$ cat src/sfdc_pkg.sv
package sfdc_pkg;

  // Payload store depth; the length field of a frame may not exceed it.
  localparam int unsigned MaxPayload = 64;
  localparam int unsigned AddrW      = $clog2(MaxPayload);

  // Register reset values
  localparam logic [7:0]  HeaderFirstRst   = 8'hA5;
  localparam logic [7:0]  HeaderSecondRst  = 8'h5A;
  localparam logic [7:0]  TrailerFirstRst  = 8'h0D;
  localparam logic [7:0]  TrailerSecondRst = 8'h0A;
  localparam logic        CrcCheckEnRst    = 1'b1;
  localparam logic [15:0] CrcPolyRst       = 16'hA001;
  localparam logic [15:0] CrcInitRst       = 16'hFFFF;

  typedef enum logic [2:0] {
    REG_HEADER_FIRST   = 3'd0,
    REG_HEADER_SECOND  = 3'd1,
    REG_TRAILER_FIRST  = 3'd2,
    REG_TRAILER_SECOND = 3'd3,
    REG_CRC_CHECK_EN   = 3'd4,
    REG_CRC_POLY       = 3'd5,
    REG_CRC_INIT       = 3'd6
  } cfg_reg_e;

  typedef enum logic [1:0] {
    ACT_RX_BYTE = 2'd0,
    ACT_ACK     = 2'd1,
    ACT_READ    = 2'd2,
    ACT_NOP     = 2'd3
  } action_e;

  typedef enum logic [2:0] {
    EV_NONE     = 3'd0,
    EV_ACCEPT   = 3'd1,
    EV_CRC_BAD  = 3'd2,
    EV_TRAILER  = 3'd3,
    EV_IGNORED  = 3'd4,
    EV_TOO_LONG = 3'd5
  } event_e;

  typedef enum logic [3:0] {
    PH_HEAD0 = 4'd0,
    PH_HEAD1 = 4'd1,
    PH_ID    = 4'd2,
    PH_LEN   = 4'd3,
    PH_DATA  = 4'd4,
    PH_CRC0  = 4'd5,
    PH_CRC1  = 4'd6,
    PH_END0  = 4'd7,
    PH_END1  = 4'd8
  } phase_e;

  typedef struct packed {
    logic [1:0] action;
    logic [7:0] rx_byte;
    logic [5:0] read_index;
  } in_item_t;

  typedef struct packed {
    logic [2:0]  event_res;
    logic        frame_ready;
    logic [7:0]  frame_tag;
    logic [6:0]  frame_length;
    logic [7:0]  read_data;
    logic [15:0] received_crc;
  } out_item_t;

  typedef struct packed {
    logic [7:0]  header_first;
    logic [7:0]  header_second;
    logic [7:0]  trailer_first;
    logic [7:0]  trailer_second;
    logic        crc_check_en;
    logic [15:0] crc_poly;
    logic [15:0] crc_init;
  } cfg_t;

  // Payload store write request from the parser
  typedef struct packed {
    logic             we;
    logic [AddrW-1:0] addr;
    logic [7:0]       data;
  } mem_wr_t;

  // Parser result for one item, minus the payload read data
  typedef struct packed {
    logic [2:0]  event_res;
    logic        frame_ready;
    logic [7:0]  frame_tag;
    logic [6:0]  frame_length;
    logic [15:0] received_crc;
    logic        read_hit;
  } parse_res_t;

endpackage

$ cat src/serial_frame_deframer_crc16_unit.sv
// Frame deframer for a received byte stream. Frames are: header byte one,
// header byte two, frame id, payload length, payload, CRC-16 low byte, CRC-16
// high byte, trailer byte one, trailer byte two. The payload lands in a
// 64-byte store while a reflected CRC-16 (polynomial and start value set by
// registers) runs over it; an accepted frame sets frame_ready and further
// bytes are reported as ignored until an acknowledge item. Read items fetch
// stored payload bytes (0 past the frame length). Every item gives exactly
// one result. Rate: one item per clock while out_ready_i does not stall the
// output; each item passes through the input register, then the result
// register together with the registered payload-store read.
// Configuration writes are always accepted (cfg_ready_o tied high) and
// should only be issued while no item is in flight.
module serial_frame_deframer_crc16_unit (
  input  logic                 clk_i,
  input  logic                 rst_ni,
  // input items
  input  logic                 in_valid_i,
  output logic                 in_ready_o,
  input  sfdc_pkg::in_item_t   in_item_i,
  // result items
  output logic                 out_valid_o,
  input  logic                 out_ready_i,
  output sfdc_pkg::out_item_t  out_item_o,
  // register writes
  input  logic                 cfg_valid_i,
  output logic                 cfg_ready_o,
  input  logic [2:0]           cfg_index_i,
  input  logic [15:0]          cfg_data_i
);
  import sfdc_pkg::*;

  cfg_t       cfg;
  mem_wr_t    mem_wr;
  parse_res_t parse_res;
  logic [7:0] mem_rd_data;

  // stage 1: input register
  logic       s1_valid_q;
  in_item_t   s1_item_q;
  logic       s1_adv;

  // stage 2: result register
  logic       out_valid_q;
  parse_res_t res_q;

  assign cfg_ready_o = 1'b1;

  // Item moves to the result register whenever that slot is free or draining.
  assign s1_adv     = s1_valid_q && (!out_valid_q || out_ready_i);
  assign in_ready_o = !s1_valid_q || s1_adv;

  always_ff @(posedge clk_i or negedge rst_ni) begin
    if (!rst_ni) begin
      s1_valid_q <= 1'b0;
    end else if (in_ready_o) begin
      s1_valid_q <= in_valid_i;
    end
  end

  always_ff @(posedge clk_i) begin
    if (in_valid_i && in_ready_o) begin
      s1_item_q <= in_item_i;
    end
  end

  always_ff @(posedge clk_i or negedge rst_ni) begin
    if (!rst_ni) begin
      out_valid_q <= 1'b0;
    end else if (s1_adv) begin
      out_valid_q <= 1'b1;
    end else if (out_ready_i) begin
      out_valid_q <= 1'b0;
    end
  end

  always_ff @(posedge clk_i) begin
    if (s1_adv) begin
      res_q <= parse_res;
    end
  end

  sfdc_cfg_regs u_cfg_regs (
    .clk_i      (clk_i),
    .rst_ni     (rst_ni),
    .wr_en_i    (cfg_valid_i && cfg_ready_o),
    .wr_index_i (cfg_index_i),
    .wr_data_i  (cfg_data_i),
    .cfg_o      (cfg)
  );

  sfdc_parser u_parser (
    .clk_i    (clk_i),
    .rst_ni   (rst_ni),
    .step_i   (s1_adv),
    .item_i   (s1_item_q),
    .cfg_i    (cfg),
    .mem_wr_o (mem_wr),
    .res_o    (parse_res)
  );

  // Read data is captured on the same edge as res_q, so it belongs to
  // the item held in the result register.
  sfdc_payload_mem u_payload_mem (
    .clk_i     (clk_i),
    .wr_i      (mem_wr),
    .rd_en_i   (s1_adv),
    .rd_addr_i (s1_item_q.read_index),
    .rd_data_o (mem_rd_data)
  );

  assign out_valid_o             = out_valid_q;
  assign out_item_o.event_res    = res_q.event_res;
  assign out_item_o.frame_ready  = res_q.frame_ready;
  assign out_item_o.frame_tag    = res_q.frame_tag;
  assign out_item_o.frame_length = res_q.frame_length;
  assign out_item_o.read_data    = res_q.read_hit ? mem_rd_data : 8'h00;
  assign out_item_o.received_crc = res_q.received_crc;

endmodule

$ cat src/sfdc_cfg_regs.sv
module sfdc_cfg_regs (
  input  logic          clk_i,
  input  logic          rst_ni,
  input  logic          wr_en_i,
  input  logic [2:0]    wr_index_i,
  input  logic [15:0]   wr_data_i,
  output sfdc_pkg::cfg_t cfg_o
);
  import sfdc_pkg::*;

  cfg_t cfg_q, cfg_d;

  always_comb begin
    cfg_d = cfg_q;
    if (wr_en_i) begin
      unique case (wr_index_i)
        REG_HEADER_FIRST:   cfg_d.header_first   = wr_data_i[7:0];
        REG_HEADER_SECOND:  cfg_d.header_second  = wr_data_i[7:0];
        REG_TRAILER_FIRST:  cfg_d.trailer_first  = wr_data_i[7:0];
        REG_TRAILER_SECOND: cfg_d.trailer_second = wr_data_i[7:0];
        REG_CRC_CHECK_EN:   cfg_d.crc_check_en   = wr_data_i[0];
        REG_CRC_POLY:       cfg_d.crc_poly       = wr_data_i;
        REG_CRC_INIT:       cfg_d.crc_init       = wr_data_i;
        default:            cfg_d = cfg_q;  // unmapped index: dropped
      endcase
    end
  end

  always_ff @(posedge clk_i or negedge rst_ni) begin
    if (!rst_ni) begin
      cfg_q.header_first   <= HeaderFirstRst;
      cfg_q.header_second  <= HeaderSecondRst;
      cfg_q.trailer_first  <= TrailerFirstRst;
      cfg_q.trailer_second <= TrailerSecondRst;
      cfg_q.crc_check_en   <= CrcCheckEnRst;
      cfg_q.crc_poly       <= CrcPolyRst;
      cfg_q.crc_init       <= CrcInitRst;
    end else begin
      cfg_q <= cfg_d;
    end
  end

  assign cfg_o = cfg_q;

endmodule

$ cat src/sfdc_payload_mem.sv
module sfdc_payload_mem (
  input  logic                        clk_i,
  input  sfdc_pkg::mem_wr_t           wr_i,
  input  logic                        rd_en_i,
  input  logic [sfdc_pkg::AddrW-1:0]  rd_addr_i,
  output logic [7:0]                  rd_data_o
);
  import sfdc_pkg::*;

  logic [7:0] mem [MaxPayload];
  logic [7:0] rd_data_q;

  always_ff @(posedge clk_i) begin
    if (wr_i.we) begin
      mem[wr_i.addr] <= wr_i.data;
    end
  end

  always_ff @(posedge clk_i) begin
    if (rd_en_i) begin
      rd_data_q <= mem[rd_addr_i];
    end
  end

  assign rd_data_o = rd_data_q;

endmodule

$ cat src/sfdc_parser.sv
module sfdc_parser (
  input  logic                  clk_i,
  input  logic                  rst_ni,
  input  logic                  step_i,
  input  sfdc_pkg::in_item_t    item_i,
  input  sfdc_pkg::cfg_t        cfg_i,
  output sfdc_pkg::mem_wr_t     mem_wr_o,
  output sfdc_pkg::parse_res_t  res_o
);
  import sfdc_pkg::*;

  phase_e      phase_q, phase_d;
  logic        ready_q, ready_d;
  logic [7:0]  id_q, id_d;
  logic [6:0]  len_q, len_d;
  logic [6:0]  pos_q, pos_d;
  logic [15:0] crc_rx_q, crc_rx_d;
  logic [15:0] crc_run_q, crc_run_d;
  logic [2:0]  event_d;

  logic        take_byte;
  logic [7:0]  b;
  logic [6:0]  pos_inc;
  logic        len_too_big;
  logic        crc_ok;

  // Reflected CRC-16, one byte, LSB first
  function automatic logic [15:0] crc_feed(logic [15:0] crc_in, logic [7:0] data,
                                           logic [15:0] poly);
    logic [15:0] c;
    c = crc_in ^ {8'h00, data};
    for (int k = 0; k < 8; k++) begin
      c = c[0] ? ((c >> 1) ^ poly) : (c >> 1);
    end
    return c;
  endfunction

  assign b           = item_i.rx_byte;
  assign take_byte   = step_i && (item_i.action == ACT_RX_BYTE) && !ready_q;
  assign pos_inc     = pos_q + 7'd1;
  assign len_too_big = b > 8'(MaxPayload);
  assign crc_ok      = !cfg_i.crc_check_en || (crc_run_q == crc_rx_q);

  // Next phase
  always_comb begin
    phase_d = phase_q;
    if (take_byte) begin
      unique case (phase_q)
        PH_HEAD0: if (b == cfg_i.header_first) phase_d = PH_HEAD1;
        PH_HEAD1: phase_d = (b == cfg_i.header_second) ? PH_ID : PH_HEAD0;
        PH_ID:    phase_d = PH_LEN;
        PH_LEN: begin
          if (len_too_big)   phase_d = PH_HEAD0;
          else if (b == '0)  phase_d = PH_CRC0;
          else               phase_d = PH_DATA;
        end
        PH_DATA:  if (pos_inc >= len_q) phase_d = PH_CRC0;
        PH_CRC0:  phase_d = PH_CRC1;
        PH_CRC1:  phase_d = PH_END0;
        PH_END0:  phase_d = (b == cfg_i.trailer_first) ? PH_END1 : PH_HEAD0;
        PH_END1:  phase_d = PH_HEAD0;
        default:  phase_d = PH_HEAD0;
      endcase
    end
  end

  // Datapath and event per phase
  always_comb begin
    ready_d   = ready_q;
    id_d      = id_q;
    len_d     = len_q;
    pos_d     = pos_q;
    crc_rx_d  = crc_rx_q;
    crc_run_d = crc_run_q;
    event_d   = EV_NONE;
    mem_wr_o.we   = 1'b0;
    mem_wr_o.addr = pos_q[AddrW-1:0];
    mem_wr_o.data = b;

    if (step_i && (item_i.action == ACT_ACK)) begin
      ready_d = 1'b0;
    end else if (step_i && (item_i.action == ACT_RX_BYTE) && ready_q) begin
      event_d = EV_IGNORED;
    end else if (take_byte) begin
      unique case (phase_q)
        PH_ID: id_d = b;
        PH_LEN: begin
          if (len_too_big) begin
            event_d = EV_TOO_LONG;
          end else begin
            len_d     = b[6:0];
            pos_d     = '0;
            crc_run_d = cfg_i.crc_init;
          end
        end
        PH_DATA: begin
          mem_wr_o.we = pos_q < 7'(MaxPayload);
          crc_run_d   = crc_feed(crc_run_q, b, cfg_i.crc_poly);
          pos_d       = pos_inc;
        end
        PH_CRC0: crc_rx_d = {crc_rx_q[15:8], b};
        PH_CRC1: crc_rx_d = {b, crc_rx_q[7:0]};
        PH_END0: if (b != cfg_i.trailer_first) event_d = EV_TRAILER;
        PH_END1: begin
          if (b != cfg_i.trailer_second) begin
            event_d = EV_TRAILER;
          end else if (!crc_ok) begin
            event_d = EV_CRC_BAD;
          end else begin
            event_d = EV_ACCEPT;
            ready_d = 1'b1;
          end
        end
        default: event_d = EV_NONE;
      endcase
    end
  end

  always_ff @(posedge clk_i or negedge rst_ni) begin
    if (!rst_ni) begin
      phase_q   <= PH_HEAD0;
      ready_q   <= 1'b0;
      id_q      <= '0;
      len_q     <= '0;
      pos_q     <= '0;
      crc_rx_q  <= '0;
      crc_run_q <= CrcInitRst;
    end else begin
      phase_q   <= phase_d;
      ready_q   <= ready_d;
      id_q      <= id_d;
      len_q     <= len_d;
      pos_q     <= pos_d;
      crc_rx_q  <= crc_rx_d;
      crc_run_q <= crc_run_d;
    end
  end

  assign res_o.event_res    = event_d;
  assign res_o.frame_ready  = ready_d;
  assign res_o.frame_tag    = id_d;
  assign res_o.frame_length = len_d;
  assign res_o.received_crc = crc_rx_d;
  assign res_o.read_hit     = (item_i.action == ACT_READ) &&
                              ({1'b0, item_i.read_index} < len_q);

endmodule

$ cat config.mk
export PLATFORM = sky130hd
export DESIGN_NAME = serial_frame_deframer_crc16_unit
export DESIGN_NICKNAME = d
export VERILOG_FILES = /design/src/sfdc_pkg.sv /design/src/serial_frame_deframer_crc16_unit.sv /design/src/sfdc_cfg_regs.sv /design/src/sfdc_payload_mem.sv /design/src/sfdc_parser.sv
export SDC_FILE = /design/constraint.sdc
export NUM_CORES = 1
export LEC_CHECK = 0
export BUFFER_PORTS_ARGS = -buffer_cell sky130_fd_sc_hd__buf_2
export CAP_MARGIN = 20
export CORE_ASPECT_RATIO = 1.4
export CORE_UTILIZATION = 35
export CTS_CLUSTER_DIAMETER = 120
export DETAILED_ROUTE_END_ITERATION = 10
export GPL_TIMING_DRIVEN = 0
export HOLD_SLACK_MARGIN = 0.03
export PLACE_DENSITY = 0.59
export SYNTH_ARGS = -nofsm -noshare
export SYNTH_HDL_FRONTEND = slang
export SYNTH_SLANG_ARGS = --single-unit
$ cat constraint.sdc
create_clock -name clk_i -period 11.37 [get_ports clk_i]
set_input_delay 2.274 -clock clk_i [delete_from_list [all_inputs] [get_ports clk_i]]
set_output_delay 2.274 -clock clk_i [all_outputs]
set_load 0.005 [all_outputs]
==> results.toml <==
[critical_path]
critPathCaptureType = "flop"
path_max_fanout = 10
worst_ep_arrival_time_ns = 5.95
cp-start-kind = "input pin"
timing_worst_setup_path_type = "in -> reg"
rrSetupSlack_ns = 6.04
worst_ep_required_time_ns = 11.62

[sta]
post-route-period-util = 0.5018
totalNegativeSetupSlack_ns = 0
max_slew.worst_pin.slew_ns = 1.105
maxClockFrequency_mhz = 175.3
drv_slew = 0
clock-skew-final_ns = 0.02885
max-slew-margin-rel = 0.2616
grt_setup_unrepaired = "no"
final_period_minus_worst_setup_slack_ns = 5.705
final-hold-violation-count = 0
setup_viol = 0
worst_slack_ns = 5.665

[logic_synthesis]
synth_top_cells_by_area = "edfxtp_1 (57%), mux4_2 (12%), dfrtp_1 (6.4%)"
syn-num-nets = 1824
synth-seq-cells = 698
post_synth_instance_area_sq_um = 30320
avgSynthCellArea_sq_um = 17.12
synth_enable_flop_cells = 572
yosysSeqAreaShare = 0.6725
yosys_synthesis_warning_count = 0
post_synth_top_flop = "edfxtp_1"
synth_top_cell_area_share = 0.5665
synth.distinct_cells = 72
synth_async_sr_flop_share = 0.1805
netlist_instances = 1771
netlist.top_cell.by_area = "edfxtp_1"

[placement]
dpl_worst_slack_ns = 5.094
place_congestion = 0.8482
dpl.hpwl_um = 55390
dp.cells = 2976
port-buffer-count = 82

[routing]
detail_route.vias_per_cell = 5.312
number_of_drc_markers_after_the_initial_detailed_route_iteration = 1189
drt_pre_antenna_iters = 5
post_drt_antenna_nets = 0
drt-wirelength-per-cell_um = 25.00
route.final.wire_length_um = 77620
post_detailed_route_drc_marker_count = 0
via_count = 16495

[layout]
commonest_non_fill_non_tap_cell_in_the_layout = "edfxtp_1"
fin_cells = 3105
final_util = 0.4106
fin_nets = 2007
final_layout_size_suffix_gt1_frac = 0.2963
synthToLayoutAreaGrowth_pct = 15.98
layout.cells.most_common_list = "edfxtp_1 (572), mux4_2 (168), nand2_1 (120)"

[global_routing]
via_count_of_the_first_global_routing_pass = 17186
antenna_found_initial = 3
global_route.usage.total = 0.1787
maximum_number_of_pins_on_one_net_before_global_route_repair = 83
grt_pass1_wl_um = 115100
overflow = 0

[power]
power.density_cell_area_nw_per_um2 = 186.4
irDropWorstVdd_v = 0.0001034
total_power_mw = 6.554
p_leak_nw = 12.08

[cts]
worstSkewPairLatency_ns = 0.63
tritoncts_clock_tree = "done"
tritoncts_num_sinks = 698
cts_hold_buf = 0
maximum_buffer_depth_of_the_clock_tree = 3
cts_root_buffer = "clkbuf_16"
post-cts-setup-buffers = 0
number_of_buffers_created_by_cts = 70
post_cts_resize_count = 0
htreeDepth = 3
path_clk_slew_ns = 0.06

[floorplanning]
std_cell_rows = 127
dieArea_sq_um = 87840
core-area_sq_um = 85650
ios = 86
dieWidth_um = 250.8
initial_utilization = 0.3540
die_height_um = 350.3

[job]
maxCapViolations = 0

[min_path]
class_of_the_tightest_hold_or_removal_check = "reg -> reg"

[run_status]
status = "finished clean"
-- state kept, by name (all words and copies together) (netlist names), 8 cells and up --
| signal | flops |
|---|---|
| s1_item_q | 16 |
| u_cfg_regs.cfg_o | 65 |
| u_parser.id_q | 8 |
| out_item_o | 35 |
| u_parser.crc_rx_q | 16 |
| u_payload_mem.mem | 512 |
| u_parser.crc_run_q | 16 |
| u_payload_mem.rd_data_o | 8 |
-- cell type report --
class	instances	area (sq um)
inverter	17	63.81
clock inverter	38	498.0
buffer	141	695.7
sequential	698	20390
clock buffer	88	1903
fill	7579	50480
multi-input combinational	915	9184
antenna	1	2.502
timing repair buffer	111	1059
tap	1096	1371
-- report_power, final --
group	switching (mW)	leakage (nW)	internal (mW)
combinational	0.684	4.25	0.553
clock	0.997	1.17	1.41
sequential	0.0518	6.65	2.86
total	1.73	12.1	4.82
-- per-stage QoR --
stage | cell area [sq um] | hold WS (ns)
global route | 35170 | 0.5208
finish | 35170 | 0.4939
global placement | 32100 | 0.4761
floorplan | 30320 | 0.4569
detailed placement | 32750 | 0.4863
CTS | 35150 | 0.4996
-- layer usage --
layer | global-route usage | vias to the layer above | share of wire | wire length, um
met5 | 0 | - | 0 | 0
met4 | 0.05822 | 0 | 0.024 | 1840
met3 | 0.02226 | 100 | 0.037 | 2840
met2 | 0.3316 | 435 | 0.54 | 42070
met1 | 0.2132 | 8736 | 0.40 | 30870
li1 | - | 7224 | - | -
-- worst max-delay path: stages --
cell	delay, ns
buf_2	0.08
nand2b_1	0.12
nand2_1	0.14
or2_2	0.32
nor3_1	0.41
nand2_1	0.50
nor2_1	0.35
nand4b_1	0.79
nor2_1	0.96
-- cells in the mapped netlist (6+ instances only) --
master / number
mux2_2: 90
inv_1: 17
o211ai_1: 8
xnor2_1: 88
or3_1: 7
buf_4: 38
mux2i_1: 6
nand2_1: 120
and2_1: 12
nor4_1: 13
edfxtp_1: 572
nor2_1: 94
mux4_2: 168
nand3_1: 33
a22oi_1: 15
nand4_1: 25
clkbuf_1: 74
buf_1: 20
a21oi_1: 19
nor3_1: 16
dfrtp_1: 77
o21ai_0: 21
dfstp_2: 49
a211o_1: 11
xnor3_1: 11
buf_2: 7
nand2b_1: 11
ha_1: 13
xor2_1: 42
-- cell families after synthesis --
family / Yosys count / synth area share
compound gates: 119 / 0.02773
xor+xnor: 148 / 0.05022
fa+ha+maj: 13 / 0.005364
buf+inv: 158 / 0.02505
flops: 698 / 0.6725
mux: 264 / 0.1602
other cells: 1 / 0.0001237
simple gates: 370 / 0.05888
-- path summary, 6_finish.rpt --
check / startpoint / to / cells past startpoint
hold / removal: u_parser.id_q[1]$_DFF_PN0_ / u_parser.id_q[1]$_DFF_PN0_ / 1
setup / recovery: out_ready_i / u_payload_mem.mem[21][3]$_DFFE_PP_ / 9
hold reg to reg: u_parser.id_q[1]$_DFF_PN0_ / u_parser.id_q[1]$_DFF_PN0_ / 1
min in group asynchronous: rst_ni / u_cfg_regs.cfg_o[46]$_DFFE_PN0P_ / 1
max in group asynchronous: rst_ni / u_parser.crc_run_q[12]$_DFFE_PN1P_ / 2
setup reg to reg: s1_item_q[6]$_DFFE_PP_ / u_parser.crc_run_q[7]$_DFFE_PN1P_ / 16
(Power assumes the default switching activity.)
